`src/llip_pkg.sv`:
```
// Package for the lossless inverse pixel predictor: mode codes, item kinds,
// queue entry type and the per-byte arithmetic helpers.
// No dependencies; used by every module of the block.
package llip_pkg;

  // Stream widths
  localparam int unsigned PIX_W      = 32;
  localparam int unsigned IN_FIELD_W = 4 + 4 * PIX_W;
  localparam int unsigned IN_DATA_W  = ((IN_FIELD_W + 7) / 8) * 8;
  localparam int unsigned OUT_DATA_W = PIX_W;
  localparam int unsigned DT_W       = 10;  // four byte differences, 4 * 255
  localparam int unsigned QUEUE_DEPTH = 2;  // 2..16

  localparam logic [PIX_W-1:0] OPAQUE_BLACK = 32'hff00_0000;

  // Predictor mode codes
  localparam logic [3:0] MODE_BLACK    = 4'd0;
  localparam logic [3:0] MODE_LEFT     = 4'd1;
  localparam logic [3:0] MODE_TOP      = 4'd2;
  localparam logic [3:0] MODE_TR       = 4'd3;
  localparam logic [3:0] MODE_TL       = 4'd4;
  localparam logic [3:0] MODE_AVG_TLT  = 4'd8;
  localparam logic [3:0] MODE_AVG_TTR  = 4'd9;
  localparam logic [3:0] MODE_AVG_ALL  = 4'd10;
  localparam logic [3:0] MODE_SELECT   = 4'd11;
  localparam logic [3:0] MODE_CLAMP    = 4'd12;

  // What the back end has to do with a request
  typedef enum logic [2:0] {
    KIND_FIXED,    // prediction fully known at the front
    KIND_LEFT,     // prediction is the left neighbour
    KIND_AVG_ALL,  // average of avg(L,TL) and avg(T,TR)
    KIND_SELECT,   // L or T by gradient comparison
    KIND_CLAMP,    // clamp(L + T - TL)
    KIND_PASS      // unsupported mode, residual passes through
  } kind_t;

  typedef struct packed {
    kind_t             kind;
    logic [PIX_W-1:0]  pred;      // fixed prediction, or avg(T,TR) for KIND_AVG_ALL
    logic [PIX_W-1:0]  top;
    logic [PIX_W-1:0]  top_left;
    logic [DT_W-1:0]   dt;        // sum of |T - TL| over channels
    logic [PIX_W-1:0]  residual;
    logic              last;
  } q_entry_t;

  function automatic logic [7:0] avg8(input logic [7:0] a, input logic [7:0] b);
    logic [8:0] s;
    s = {1'b0, a} + {1'b0, b};
    return s[8:1];
  endfunction

  function automatic logic [PIX_W-1:0] avg32(input logic [PIX_W-1:0] a,
                                             input logic [PIX_W-1:0] b);
    logic [PIX_W-1:0] r;
    r = '0;
    for (int k = 0; k < 4; k++) begin
      r[8*k +: 8] = avg8(a[8*k +: 8], b[8*k +: 8]);
    end
    return r;
  endfunction

  function automatic logic [7:0] absdiff8(input logic [7:0] a, input logic [7:0] b);
    return (a > b) ? (a - b) : (b - a);
  endfunction

  // Sum of absolute channel differences, at most 1020
  function automatic logic [DT_W-1:0] grad32(input logic [PIX_W-1:0] a,
                                             input logic [PIX_W-1:0] b);
    logic [DT_W-1:0] s;
    s = '0;
    for (int k = 0; k < 4; k++) begin
      s = s + DT_W'(absdiff8(a[8*k +: 8], b[8*k +: 8]));
    end
    return s;
  endfunction

  function automatic logic [7:0] clamp8(input logic [7:0] l, input logic [7:0] t,
                                        input logic [7:0] tl);
    logic signed [9:0] v;
    v = $signed({2'b00, l}) + $signed({2'b00, t}) - $signed({2'b00, tl});
    if (v < 0) begin
      return 8'd0;
    end else if (v > 10'sd255) begin
      return 8'hff;
    end
    return v[7:0];
  endfunction

endpackage

```
`src/lossless_inverse_pixel_predictor_unit.sv`:
```
// Lossless inverse pixel predictor: rebuilds ARGB pixels from residuals.
// Usage:
//   Slave stream s_*: one request per pixel, tdata carries mode, residual and
//   the top, top-left and top-right neighbours; tlast marks the end of a run.
//   Master stream m_*: the rebuilt pixel in tdata, tuser[0] set when the mode
//   is not supported (the residual is then passed unchanged), tlast echoed.
// Path: an accepted request is written into the queue and from there loaded
//   into the output register, which drives m_tvalid.
// Throughput: one pixel per cycle while m_tready is high. The rate is set
//   by the left-neighbour loop in the back end: prediction and byte add
//   feed the left register combinationally. The front end decodes the mode
//   and precomputes the row-above parts; a short queue sits between the two.
// Stalls: when m_tready is low the output register holds its result, the
//   queue fills and then s_tready drops; no request is lost.
// Reset (rst, synchronous, high) empties the queue and the output register
//   and sets the left neighbour to opaque black; the left neighbour carries
//   across runs until the next reset.
// Depends on llip_pkg, llip_front, llip_queue, llip_back.
module lossless_inverse_pixel_predictor_unit
  import llip_pkg::*;
#(
  parameter int unsigned QueueDepth = QUEUE_DEPTH  // 2..16
) (
  input  logic                  clk,
  input  logic                  rst,
  input  logic                  s_tvalid,
  output logic                  s_tready,
  // func[3:0], residual[35:4], top[67:36], top_left[99:68],
  // top_right[131:100], zero pad [135:132]
  input  logic [IN_DATA_W-1:0]  s_tdata,
  input  logic                  s_tlast,   // run_end
  output logic                  m_tvalid,
  input  logic                  m_tready,
  output logic [OUT_DATA_W-1:0] m_tdata,   // pixel[31:0]
  output logic [0:0]            m_tuser,   // unsupported[0]
  output logic                  m_tlast    // last
);

  q_entry_t front_entry;
  q_entry_t q_entry;
  logic     q_push;
  logic     q_pop;
  logic     q_full;
  logic     q_valid;

  assign s_tready = !q_full;
  assign q_push   = s_tvalid && s_tready;

  llip_front u_front (
    .fields  (s_tdata[IN_FIELD_W-1:0]),
    .run_end (s_tlast),
    .entry   (front_entry)
  );

  llip_queue #(
    .Depth (QueueDepth)
  ) u_queue (
    .clk      (clk),
    .rst      (rst),
    .push     (q_push),
    .wr_entry (front_entry),
    .full     (q_full),
    .pop      (q_pop),
    .rd_entry (q_entry),
    .valid    (q_valid)
  );

  llip_back u_back (
    .clk      (clk),
    .rst      (rst),
    .q_valid  (q_valid),
    .q_entry  (q_entry),
    .q_pop    (q_pop),
    .m_tvalid (m_tvalid),
    .m_tready (m_tready),
    .m_tdata  (m_tdata),
    .m_tuser  (m_tuser),
    .m_tlast  (m_tlast)
  );

`ifndef NO_ASSERTIONS
  // Never push into a full queue
  a_no_overflow: assert property (@(posedge clk) disable iff (rst)
    q_push |-> !q_full)
    else $error("request pushed into full queue");

  // Never pop an empty queue
  a_no_underflow: assert property (@(posedge clk) disable iff (rst)
    q_pop |-> q_valid)
    else $error("request popped from empty queue");

  // Output register is empty after reset
  a_reset_empty: assert property (@(posedge clk)
    $past(rst) |-> !m_tvalid)
    else $error("output valid straight after reset");

  // A stalled result is never dropped by a new pop
  a_stall_no_pop: assert property (@(posedge clk) disable iff (rst)
    (m_tvalid && !m_tready) |-> !q_pop)
    else $error("queue popped while result stalled");
`endif

endmodule

```
`src/llip_front.sv`:
```
// Front end: unpacks an incoming request, decodes the predictor mode and
// works out everything that does not need the left neighbour.
// Depends on llip_pkg.
module llip_front
  import llip_pkg::*;
(
  input  logic [IN_FIELD_W-1:0] fields,  // func, residual, top, top_left, top_right
  input  logic                  run_end,
  output q_entry_t              entry
);

  logic [3:0]       func;
  logic [PIX_W-1:0] residual;
  logic [PIX_W-1:0] top;
  logic [PIX_W-1:0] top_left;
  logic [PIX_W-1:0] top_right;

  // Unpack the request fields
  assign func      = fields[3:0];
  assign residual  = fields[4 +: PIX_W];
  assign top       = fields[4 + PIX_W +: PIX_W];
  assign top_left  = fields[4 + 2 * PIX_W +: PIX_W];
  assign top_right = fields[4 + 3 * PIX_W +: PIX_W];

  // Classify the mode and precompute the fixed part of the prediction
  always_comb begin
    entry.top      = top;
    entry.top_left = top_left;
    entry.residual = residual;
    entry.last     = run_end;
    entry.dt       = grad32(top, top_left);
    entry.pred     = '0;
    unique case (func)
      MODE_BLACK: begin
        entry.kind = KIND_FIXED;
        entry.pred = OPAQUE_BLACK;
      end
      MODE_LEFT: begin
        entry.kind = KIND_LEFT;
      end
      MODE_TOP: begin
        entry.kind = KIND_FIXED;
        entry.pred = top;
      end
      MODE_TR: begin
        entry.kind = KIND_FIXED;
        entry.pred = top_right;
      end
      MODE_TL: begin
        entry.kind = KIND_FIXED;
        entry.pred = top_left;
      end
      MODE_AVG_TLT: begin
        entry.kind = KIND_FIXED;
        entry.pred = avg32(top_left, top);
      end
      MODE_AVG_TTR: begin
        entry.kind = KIND_FIXED;
        entry.pred = avg32(top, top_right);
      end
      MODE_AVG_ALL: begin
        entry.kind = KIND_AVG_ALL;
        entry.pred = avg32(top, top_right);
      end
      MODE_SELECT: begin
        entry.kind = KIND_SELECT;
      end
      MODE_CLAMP: begin
        entry.kind = KIND_CLAMP;
      end
      default: begin
        entry.kind = KIND_PASS;
      end
    endcase
  end

endmodule

```
`src/llip_queue.sv`:
```
// Short request queue between the front and back ends.
// Depends on llip_pkg for the entry type.
module llip_queue
  import llip_pkg::*;
#(
  parameter int unsigned Depth = QUEUE_DEPTH
) (
  input  logic     clk,
  input  logic     rst,
  input  logic     push,
  input  q_entry_t wr_entry,
  output logic     full,
  input  logic     pop,
  output q_entry_t rd_entry,
  output logic     valid
);

  localparam int unsigned IdxW = $clog2(Depth);
  localparam int unsigned CntW = $clog2(Depth + 1);

  q_entry_t          mem [Depth];
  logic [IdxW-1:0]   wr_ptr;
  logic [IdxW-1:0]   rd_ptr;
  logic [CntW-1:0]   count;

  assign full     = (count == CntW'(Depth));
  assign valid    = (count != '0);
  assign rd_entry = mem[rd_ptr];

  // Store pushed requests
  always_ff @(posedge clk) begin
    if (push) begin
      mem[wr_ptr] <= wr_entry;
    end
  end

  // Advance pointers and occupancy
  always_ff @(posedge clk) begin
    if (rst) begin
      wr_ptr <= '0;
      rd_ptr <= '0;
      count  <= '0;
    end else begin
      if (push) begin
        wr_ptr <= (wr_ptr == IdxW'(Depth - 1)) ? '0 : wr_ptr + 1'b1;
      end
      if (pop) begin
        rd_ptr <= (rd_ptr == IdxW'(Depth - 1)) ? '0 : rd_ptr + 1'b1;
      end
      if (push && !pop) begin
        count <= count + 1'b1;
      end else if (pop && !push) begin
        count <= count - 1'b1;
      end
    end
  end

endmodule

```
`src/llip_back.sv`:
```
// Back end: finishes the prediction with the left neighbour, adds the
// residual per byte and holds the result in the output register.
// Depends on llip_pkg.
module llip_back
  import llip_pkg::*;
(
  input  logic                  clk,
  input  logic                  rst,
  input  logic                  q_valid,
  input  q_entry_t              q_entry,
  output logic                  q_pop,
  output logic                  m_tvalid,
  input  logic                  m_tready,
  output logic [OUT_DATA_W-1:0] m_tdata,
  output logic [0:0]            m_tuser,
  output logic                  m_tlast
);

  logic [PIX_W-1:0] left_pixel;
  logic [PIX_W-1:0] pred;
  logic [PIX_W-1:0] sum;
  logic [PIX_W-1:0] pixel_next;
  logic [DT_W-1:0]  dl;

  assign dl    = grad32(left_pixel, q_entry.top_left);
  assign q_pop = q_valid && (!m_tvalid || m_tready);

  // Finish the prediction
  always_comb begin
    pred = q_entry.pred;
    unique case (q_entry.kind)
      KIND_FIXED:   pred = q_entry.pred;
      KIND_LEFT:    pred = left_pixel;
      KIND_AVG_ALL: pred = avg32(avg32(left_pixel, q_entry.top_left), q_entry.pred);
      KIND_SELECT:  pred = (dl > q_entry.dt) ? left_pixel : q_entry.top;
      KIND_CLAMP: begin
        for (int k = 0; k < 4; k++) begin
          pred[8*k +: 8] = clamp8(left_pixel[8*k +: 8], q_entry.top[8*k +: 8],
                                  q_entry.top_left[8*k +: 8]);
        end
      end
      KIND_PASS:    pred = '0;
      default:      pred = q_entry.pred;
    endcase
  end

  // Add residual modulo 256 per channel
  always_comb begin
    for (int k = 0; k < 4; k++) begin
      sum[8*k +: 8] = q_entry.residual[8*k +: 8] + pred[8*k +: 8];
    end
    pixel_next = (q_entry.kind == KIND_PASS) ? q_entry.residual : sum;
  end

  // Hold the left neighbour and the output valid
  always_ff @(posedge clk) begin
    if (rst) begin
      left_pixel <= OPAQUE_BLACK;
      m_tvalid   <= 1'b0;
    end else begin
      if (q_pop) begin
        left_pixel <= pixel_next;
        m_tvalid   <= 1'b1;
      end else if (m_tready) begin
        m_tvalid   <= 1'b0;
      end
    end
  end

  // Load the output payload
  always_ff @(posedge clk) begin
    if (q_pop) begin
      m_tdata    <= pixel_next;
      m_tuser[0] <= (q_entry.kind == KIND_PASS);
      m_tlast    <= q_entry.last;
    end
  end

endmodule

```
`config.mk`:
```
export PLATFORM = sky130hd
export DESIGN_NAME = lossless_inverse_pixel_predictor_unit
export DESIGN_NICKNAME = d
export VERILOG_FILES = /design/src/llip_pkg.sv /design/src/lossless_inverse_pixel_predictor_unit.sv /design/src/llip_front.sv /design/src/llip_queue.sv /design/src/llip_back.sv
export SDC_FILE = /design/constraint.sdc
export NUM_CORES = 1
export LEC_CHECK = 0
export BUFFER_PORTS_ARGS = -buffer_cell sky130_fd_sc_hd__buf_4
export CAP_MARGIN = 20
export CORE_MARGIN = 1.5
export CORE_UTILIZATION = 50
export CTS_BUF_LIST = sky130_fd_sc_hd__clkbuf_4 sky130_fd_sc_hd__clkbuf_8
export CTS_CLUSTER_SIZE = 28
export DETAILED_ROUTE_END_ITERATION = 8
export GPL_TIMING_DRIVEN = 0
export PLACE_DENSITY = 0.71
export SLEW_MARGIN = 20
export SYNTH_ARGS = -nofsm -noshare
export SYNTH_HDL_FRONTEND = slang
export SYNTH_HIERARCHICAL = 1
export SYNTH_SLANG_ARGS = --single-unit
```
`constraint.sdc`:
```
create_clock -name clk -period 11 [get_ports clk]
set_clock_uncertainty 0.2 [all_clocks]
set_input_delay 1.1 -clock clk [delete_from_list [all_inputs] [get_ports clk]]
set_output_delay 1.1 -clock clk [all_outputs]
set_load 0.005 [all_outputs]
```
[After elaboration in Yosys (flattened, before gate mapping)]
Memories as Yosys holds them, arrays and structs flattened. A register that Yosys moved wholly into a read port is not among the register bits.
Cells that the tools add are included.
Widths: inputs -> output; s select.
Operators by class
  multiply operators: 0
  magnitude comparators: 17
  shifts and indexed selects: 0
  div/mod/pow operators: 0
  mux-type cells: 47
  add/subtract/negate cells: 54
  equal/unequal tests: 15
  bitwise gates (word level): 0
  reductions and logical operators: 15
Operators by type and width (number)
  $add 8x8->9: 22
  $pmux 32 s6: 1
  $mux 8: 20
  $pmux 32 s5: 1
  $sub 8x8->8: 16
  $gt 8x8->1: 8
  $mux 32: 2
  $add 10x8->10: 4
  $gt 10x9->1 const B: 4
  $lt 10x1->1 const B: 4
  $sub 9x8->10: 4
  $add 8x8->8: 4
  $eq 4x4->1 const B: 5
  $mux 1: 20
  $pmux 3 s5: 1
  $gt 10x10->1: 1
  $eq 4x2->1 const B: 2
  $eq 3x2->1 const B: 2
  $eq 3x3->1 const B: 2
  $reduce_bool 2->1: 3
  $reduce_or 6->1: 1
  $eq 4x1->1 const B: 1
  $eq 4x3->1 const B: 1
  $logic_and 1x1->1: 4
  other kinds (10): 15
Word-level totals
  memory bits (read-only): 0
  word-level logic and storage cells: 157
  register bits after elaboration: 71
  RAM bits: 284
  bits in latches: 0
  memories kept: 1
  input bits: 141
Memory list
  u_queue.mem: words 2, width 142, rd ports 1, clocked after Yosys merged registers in 1, write ports 1, RTL line llip_queue.sv:21  | q_entry_t mem [Depth];

[Logic depth before layout (Yosys ltp)]
Gate-level depths: netlist of the first run.
  depth in word-level cells: 10
  mapped depth: 49

[By module]
The synthesis of the first run kept the hierarchy.
Modules (own cells, without submodules)
  llip_back: area each 12799.8 µm², instances 1, sequential area each 1681.6 µm², cells an instance 1631
  llip_queue: area each 10777.8 µm², instances 1, sequential area each 8628.3 µm², cells an instance 464
  llip_front: area each 6366.1 µm², instances 1, sequential area each 0.0 µm², cells an instance 863
  lossless_inverse_pixel_predictor_unit: area each 10.0 µm², instances 1, sequential area each 0.0 µm², cells an instance 2

[Worst setup path after synthesis of the first run]
Ideal clock, no wire load.
  kind: flip-flop to flip-flop
  from: register with a tool-made name
  to: register u_back.left_pixel[23]
  buffers on the path: 6
  library setup time: 0.115 ns
  data arrival time: 8.881 ns
  path slack: 1.805 ns
  cell stages (with the launch flop): 47
  data required time: 10.685 ns
  path through: dfxtp_1 > buf_6 > buf_6 > buf_6 > mux2_4 > inv_1 > ha_1 > clkbuf_1 > a21o_1 > a21oi_1 > o2bb2ai_1 > o22ai_1 > buf_2 > mux2_2 > fa_1 > inv_1 > fa_1 > inv_1 > [... 11 more ...] > a211oi_2 > o21bai_2 > or3_4 > nand2_1 > clkbuf_1 > nor2_1 > o21ai_0 > a32oi_1 > ha_1 > a21o_1 > a21oi_1 > o21ai_0 > o41ai_1 > or3_1 > o221ai_1 > nor3_1 > xnor2_1 > o21a_1
RTL lines
  to (signal assigned): RTL line llip_back.sv:62  | left_pixel <= pixel_next;
  to (decl): RTL line llip_back.sv:19  | logic [PIX_W-1:0] left_pixel;

==> summary.md, run 1 <==
| Metric | Value |
|---|---|
| Yosys warning total | `6` |
| Setup TNS Final | `0 ps` |
| Mean Syn Cell Area | `10.1 um^2` |
| Area grow syn2layout | `11.6%` |
| Layout Cells excl Fill | `3991` |
| Crit start category | `register` |
| CTS Root Cell | `clkbuf_8` |
| Fmax achieved | `94.7 MHz` |
| Share of post-route cells with drive strength above 1 | `18.0%` |
| Slew Limit Fails | `0` |
| TritonCTS sink count | `356` |
| Crit-path max cell delay | `530 ps` |
| Std-Cell Core Area | `0.0591 mm^2` |
| WL per Instance | `22.5 um` |
| Mapped cell area | `0.0300 mm^2` |
| Clock Path Buffers | `3` |
| Status | `complete, but fails checks` |
| Global route overflow | `0` |
| Main synth FF type | `edfxtp_1` |
| Total routed wirelength | `89.9 mm` |
| First-pass GRT wire length | `132 mm` |
| Largest family of logic cells by synthesized area | `adder cells` |
| 1st-pass router iterations | `9` |
| Vias | `23000` |
| # IOs | `177` |
| Filler cell count | `5160` |
| Period utilization | `96.0%` |
| Remaining routing DRC violations | `10` |
| Max-slew headroom | `30.6%` |
| TritonCTS Buffers | `55` |
| Crit path DAT | `10880 ps` |
| CP delay by family, top | `compound AO/OA/AOI/OAI gates` |
| Clk slew on worst S/H paths | `60 ps` |
| Sequential fraction of the synthesis area | `34.4%` |
| Post-Synth Adder-Cell Area | `18.9%` |
| Critical path required time | `11320 ps` |
| Commonest cells after routing, fill and taps aside | `373 x inv_1, 318 x edfxtp_1, 298 x ha_1, 244 x buf_4, 217 x a21oi_1` |
| Placed instance area | `0.0322 mm^2` |
| H-tree depth | `2` |
| Final HPWL DP | `75.0 mm` |
| DRT iter0 DRCs | `1980` |
| Initial Util | `50.7%` |
| Unique cell type count in the Yosys netlist | `89` |
| Post-layout util | `56.5%` |
| #FFs+latches synth | `356` |
| Synth Area in Compound Gates | `16.9%` |
| Routed vias/inst | `5.75` |
| Area of the multi-input gates | `0.0172 mm^2` |
| Die Height | `248 um` |
| CTS tree | `built` |
| EDFF count, synth | `318` |
| Setup Crit Path Kind | `register to register` |
| Hold crit path type | `register to register` |
| Die width | `248 um` |
| Detail Route Antenna Nets | `0` |
| Final Net Count | `3706` |
| Most common cell after layout, fill and taps aside | `inv_1` |
| Vias in the first global route | `22700` |
| Multiplexer share of the synthesized area | `8.84%` |
| Area taken by flip-flops and latches | `0.0103 mm^2` |
| # port buffers | `136` |
| Asr flop ratio synth | `0%` |
| Failing checks | `DRC` |
| Mapped Nets | `3495` |
| Worst slew pin tran | `1040 ps` |
| Fin. Hold Viols | `0` |
| Mapped Cells | `2960` |
| Post-route cell area | `0.0334 mm^2` |
| Clk_lat worst skew | `650 ps` |
| Simple logic cell fraction of the synthesized area | `7.49%` |
| Synth Area in XOR/XNOR | `4.85%` |
| Buf/Inv on CP | `13` |
| FP Rows | `89` |
| Die area | `0.0614 mm^2` |
| Max_cap viols | `0` |
| GPL Wtd Cong | `0.975` |
| Maximum fanout along the worst path | `10` |
| All-Layer GR Usage | `28.8%` |
| Initial antenna violation count | `1` |
| Most Frequent Cell on Critical Path | `inv_1` |
| Dpl cells | `3880` |
| Largest net degree at the start of global routing | `44` |
| Slowest-stage cell, CP | `fa_1` |
| Final setup vio count | `0` |
| Fin crit period | `10560 ps` |
| Setup crit end kind | `register` |
[cells by family after synthesis]
group	after synthesis
buf+inv	563
fa+ha+maj	396
xor+xnor	164
simple gates	487
flops	356
mux	215
compound gates	779
[stage by stage]
step                      hold WS [ps]  setup slack [ps]
final                              318               444
after global routing               350             -12.1
after CTS                          322              47.2
after detailed placement           309              -784
after global placement             271             -1130
after floorplan                    256              1800
[cell usage after synthesis (77+ instances only)]
| cell | count | share of area [%] |
|---|---|---|
| a21oi_1 | 220 | 3.7 |
| buf_4 | 100 | 2.5 |
| edfxtp_1 | 318 | 32 |
| fa_1 | 96 | 6.4 |
| ha_1 | 298 | 12 |
| inv_1 | 373 | 4.7 |
| mux2_2 | 77 | 2.9 |
| mux2_4 | 80 | 4.0 |
| nand2_1 | 165 | 2.1 |
| nor2_1 | 156 | 2.0 |
| o21ai_0 | 184 | 3.1 |
| xnor2_1 | 117 | 3.4 |
[state kept, by name, indices dropped and copies added, names as in the netlist, named ones only]
| signal | cells |
|---|---|
| u_back/m_tuser | 1 |
| u_back/left_pixel | 32 |
| u_queue/count | 2 |
| u_back/m_tvalid | 1 |
| u_queue/rd_ptr | 1 |
| u_back/m_tdata | 32 |
| u_back/m_tlast | 1 |
| u_queue/mem | 284 |
| u_queue/wr_ptr | 1 |
[tightest hold or removal path, stage by stage (launching register included)]
cell	delay, ps
dfxtp_1	320
xnor2_1	90
nor2_1	80
[routing by layer]
metal	wire length, um	vias up	part of all wire, %	global-route usage, %
met5	0	-	0	0
met1	39700	11000	44	38.9
met4	4820	0	5.4	15.0
met2	39800	905	44	45.8
met3	5540	207	6.2	3.18
li1	-	10900	-	-
[repair_timing]
item,4_1_cts,5_1_grt
hold buffers,0,0
pin swaps,0,5
buffers inserted,0,8
gates resized for setup,6,12
hold endpoints to repair,0,0
setup endpoints to repair,5,16
[path summary, 6_finish.rpt]
path	start	end	slack, ps	cells past startpoint
worst max-delay path	register	u_back/left_pixel[23]	440	49
worst min-delay path	u_queue/rd_ptr	register	320	2
worst max register to register	register	u_back/left_pixel[23]	440	49
worst min register to register	u_queue/rd_ptr	register	320	2
[cell type report]
type                    count  share of cell area [%]
inverters                 374                    4.20
multi-input cells        2041                    51.4
flip-flops and latches    356                    30.8
clock buffers              74                    2.69
repair buffers            155                    3.91
diodes                      1                 0.00748
clock inverters            29                   0.580
plain buffers             188                    3.52
well taps                 773                    2.89
Power of run 1 is not shown: default switching activity piles up to over one toggle a cycle in this logic, so the estimate is an artifact.
==> run 2, diff against run 1 <==
CAP_MARGIN = default   (was 20)
REMOVE_ABC_BUFFERS = 1   (was default)
==> summary.md, run 2 (synthesis gave the netlist of run 1 again) <==
| Metric | Value |
|---|---|
| Maximum fanout along the worst path | `44 (+34)` |
| Most common cell after layout, fill and taps aside | `inv_1` |
| Vias | `22600 (-1.4%)` |
| Setup Crit Path Kind | `register to register` |
| Total routed wirelength | `84.3 mm (-6.2%)` |
| CTS Root Cell | `clkbuf_8` |
| RSZ-0062 raised after global routing | `false` |
| Final HPWL DP | `66.6 mm (-11%)` |
| Hold Path Cell Cnt | `2 (unchanged)` |
| TritonCTS sink count | `356 (unchanged)` |
| Area taken by flip-flops and latches | `0.0103 mm^2 (about the same)` |
| R2R depth | `38 (-22%)` |
| Detail Route Antenna Nets | `0 (unchanged)` |
| Commonest cells after routing, fill and taps aside | `372 x inv_1, 318 x edfxtp_1, 298 x ha_1, 216 x a21oi_1` |
| Worst slew pin tran | `1120 ps (+87.8 ps)` |
| Max reg flops | `284 (unchanged)` |
| Max_cap viols | `0 (unchanged)` |
| Critical path required time | `11190 ps (-130 ps)` |
| All-Layer GR Usage | `27.4% (-1.5 points)` |
| Std-Cell Core Area | `0.0591 mm^2 (unchanged)` |
| Routed vias/inst | `5.87 (+2.0%)` |
| Fmax achieved | `94.4 MHz (-0.30%)` |
| Clock Path Buffers | `3 (unchanged)` |
| Most Frequent Cell on Critical Path | `a21oi_1` |
| H-tree depth | `2 (unchanged)` |
| Worst reg2reg path endpoint | `u_back/m_tdata[23]` |
| GPL Wtd Cong | `0.966 (-0.90%)` |
| TritonCTS Buffers | `56 (+1.8%)` |
| Share of post-route cells with drive strength above 1 | `17.0% (-1.1 points)` |
| # IOs | `177 (unchanged)` |
| Die width | `248 um (unchanged)` |
| Crit start category | `register` |
| Clk_lat worst skew | `660 ps (about the same)` |
| Final setup vio count | `0 (unchanged)` |
| FP Rows | `89 (unchanged)` |
| Slew Limit Fails | `0 (unchanged)` |
| Hold crit path type | `register to register` |
| Worst Hold Margin | `325 ps (+6.53 ps)` |
| Largest reg by FF count | `u_queue/mem` |
| Remaining routing DRC violations | `12 (+2)` |
| Hold Crit Start | `u_queue/rd_ptr` |
| Slowest-stage cell, CP | `fa_1` |
| Crit-path max cell delay | `600 ps (+70 ps)` |
| Worst R2R Setup Slack | `410 ps (-30 ps)` |
| Die area | `0.0614 mm^2 (unchanged)` |
| Area of the multi-input gates | `0.0173 mm^2 (+0.54%)` |
| CTS tree | `built` |
| Final Net Count | `3565 (-3.8%)` |
| Fin. Hold Viols | `0 (unchanged)` |
| Filler cell count | `5026 (-2.6%)` |
| Vias in the first global route | `22100 (-3.0%)` |
| Crit path DAT | `10770 ps (-110 ps)` |
| Area grow syn2layout | `10.0%` |
| Die Height | `248 um (unchanged)` |
| DRT iter0 DRCs | `2287 (+16%)` |
| WL per Instance | `21.9 um (-2.9%)` |
| Failing checks | `DRC` |
| Global route overflow | `0 (unchanged)` |
| Initial Util | `50.7% (unchanged)` |
| First-pass GRT wire length | `128 mm (-3.2%)` |
| Max-slew headroom | `24.9% (-5.8 points)` |
| Clk slew on worst S/H paths | `60 ps (about the same)` |
| # port buffers | `172 (+26%)` |
| 1st-pass router iterations | `9 (unchanged)` |
| Largest regs | `u_queue/mem: 284 flops, u_back/left_pixel: 32 flops, u_back/m_tdata: 32 flops` |
| Hold-critical path endpoint | `u_queue/rd_ptr` |
| Largest net degree at the start of global routing | `56 (+27%)` |
| Status | `complete, but fails checks` |
| Initial antenna violation count | `4 (+3)` |
| Setup crit end kind | `register` |
| Fin crit period | `10590 ps (+31.6 ps)` |
| Period utilization | `96.3% (+0.29 points)` |
-- run 2: layout make-up --
cell class	instances	share of cell area, %
repair buffers	201	5.45
inverters	374	4.27
diodes	5	0.0380
well taps	773	2.93
flip-flops and latches	356	31.3
clock buffers	78	2.86
multi-input cells	2041	52.4
clock inverters	28	0.774
-- run 2: worst max path at each step --
stage | start | to | cells after the start
final | register | u_back/m_tdata[23] | 38
after global placement | register | u_back/left_pixel[23] | 39
after CTS | register | u_back/left_pixel[23] | 41
after detailed placement | register | u_back/left_pixel[23] | 42
after global routing | register | u_back/left_pixel[23] | 43
after floorplan | register | u_back/left_pixel[23] | 42
-- run 2: per-layer routing --
| layer | global-route usage, % | part of all wire [%] |
|---|---|---|
| met5 | 0 | 0 |
| met4 | 11.5 | 3.9 |
| met3 | 2.58 | 6.6 |
| met2 | 42.0 | 44 |
| met1 | 39.5 | 46 |
-- run 2: repair_timing --
| action | CTS | global route |
|---|---|---|
| endpoints found under the setup margin | 44 | 22 |
| pin swaps | 4 | 3 |
| resized for setup | 12 | 9 |
| setup buffers | 6 | 4 |
| hold buffers | 0 | 0 |
-- run 2: critical path, delay by kind of cell (launching register included) --
kind / cells / cell delay, ps
adders and majority gates: 6 / 2440
xor gates and xnor gates: 3 / 400
buffers and inverters: 5 / 740
and+or+nand+nor: 5 / 1360
DFF: 1 / 400
AOI/OAI and AO/OA: 17 / 3980
muxes: 2 / 670
-- run 2: metrics by stage --
stage          cell area [um^2]  worst slack (ps)  utilization, %  std cells  TNS [ps]
2_1_floorplan             28800             -2720               -       2771   -129320
6_report                  33000               412            55.7       3856         0
4_1_cts                   32900              25.5            55.6       3847         0
3_3_place_gp              31000             -7120            52.5       3716   -542350
3_5_place_dp              31500             -1590            53.3       3735    -18800
5_1_grt                   33000              28.9            55.7       3855         0
Power of run 2 is left out for the same reason.
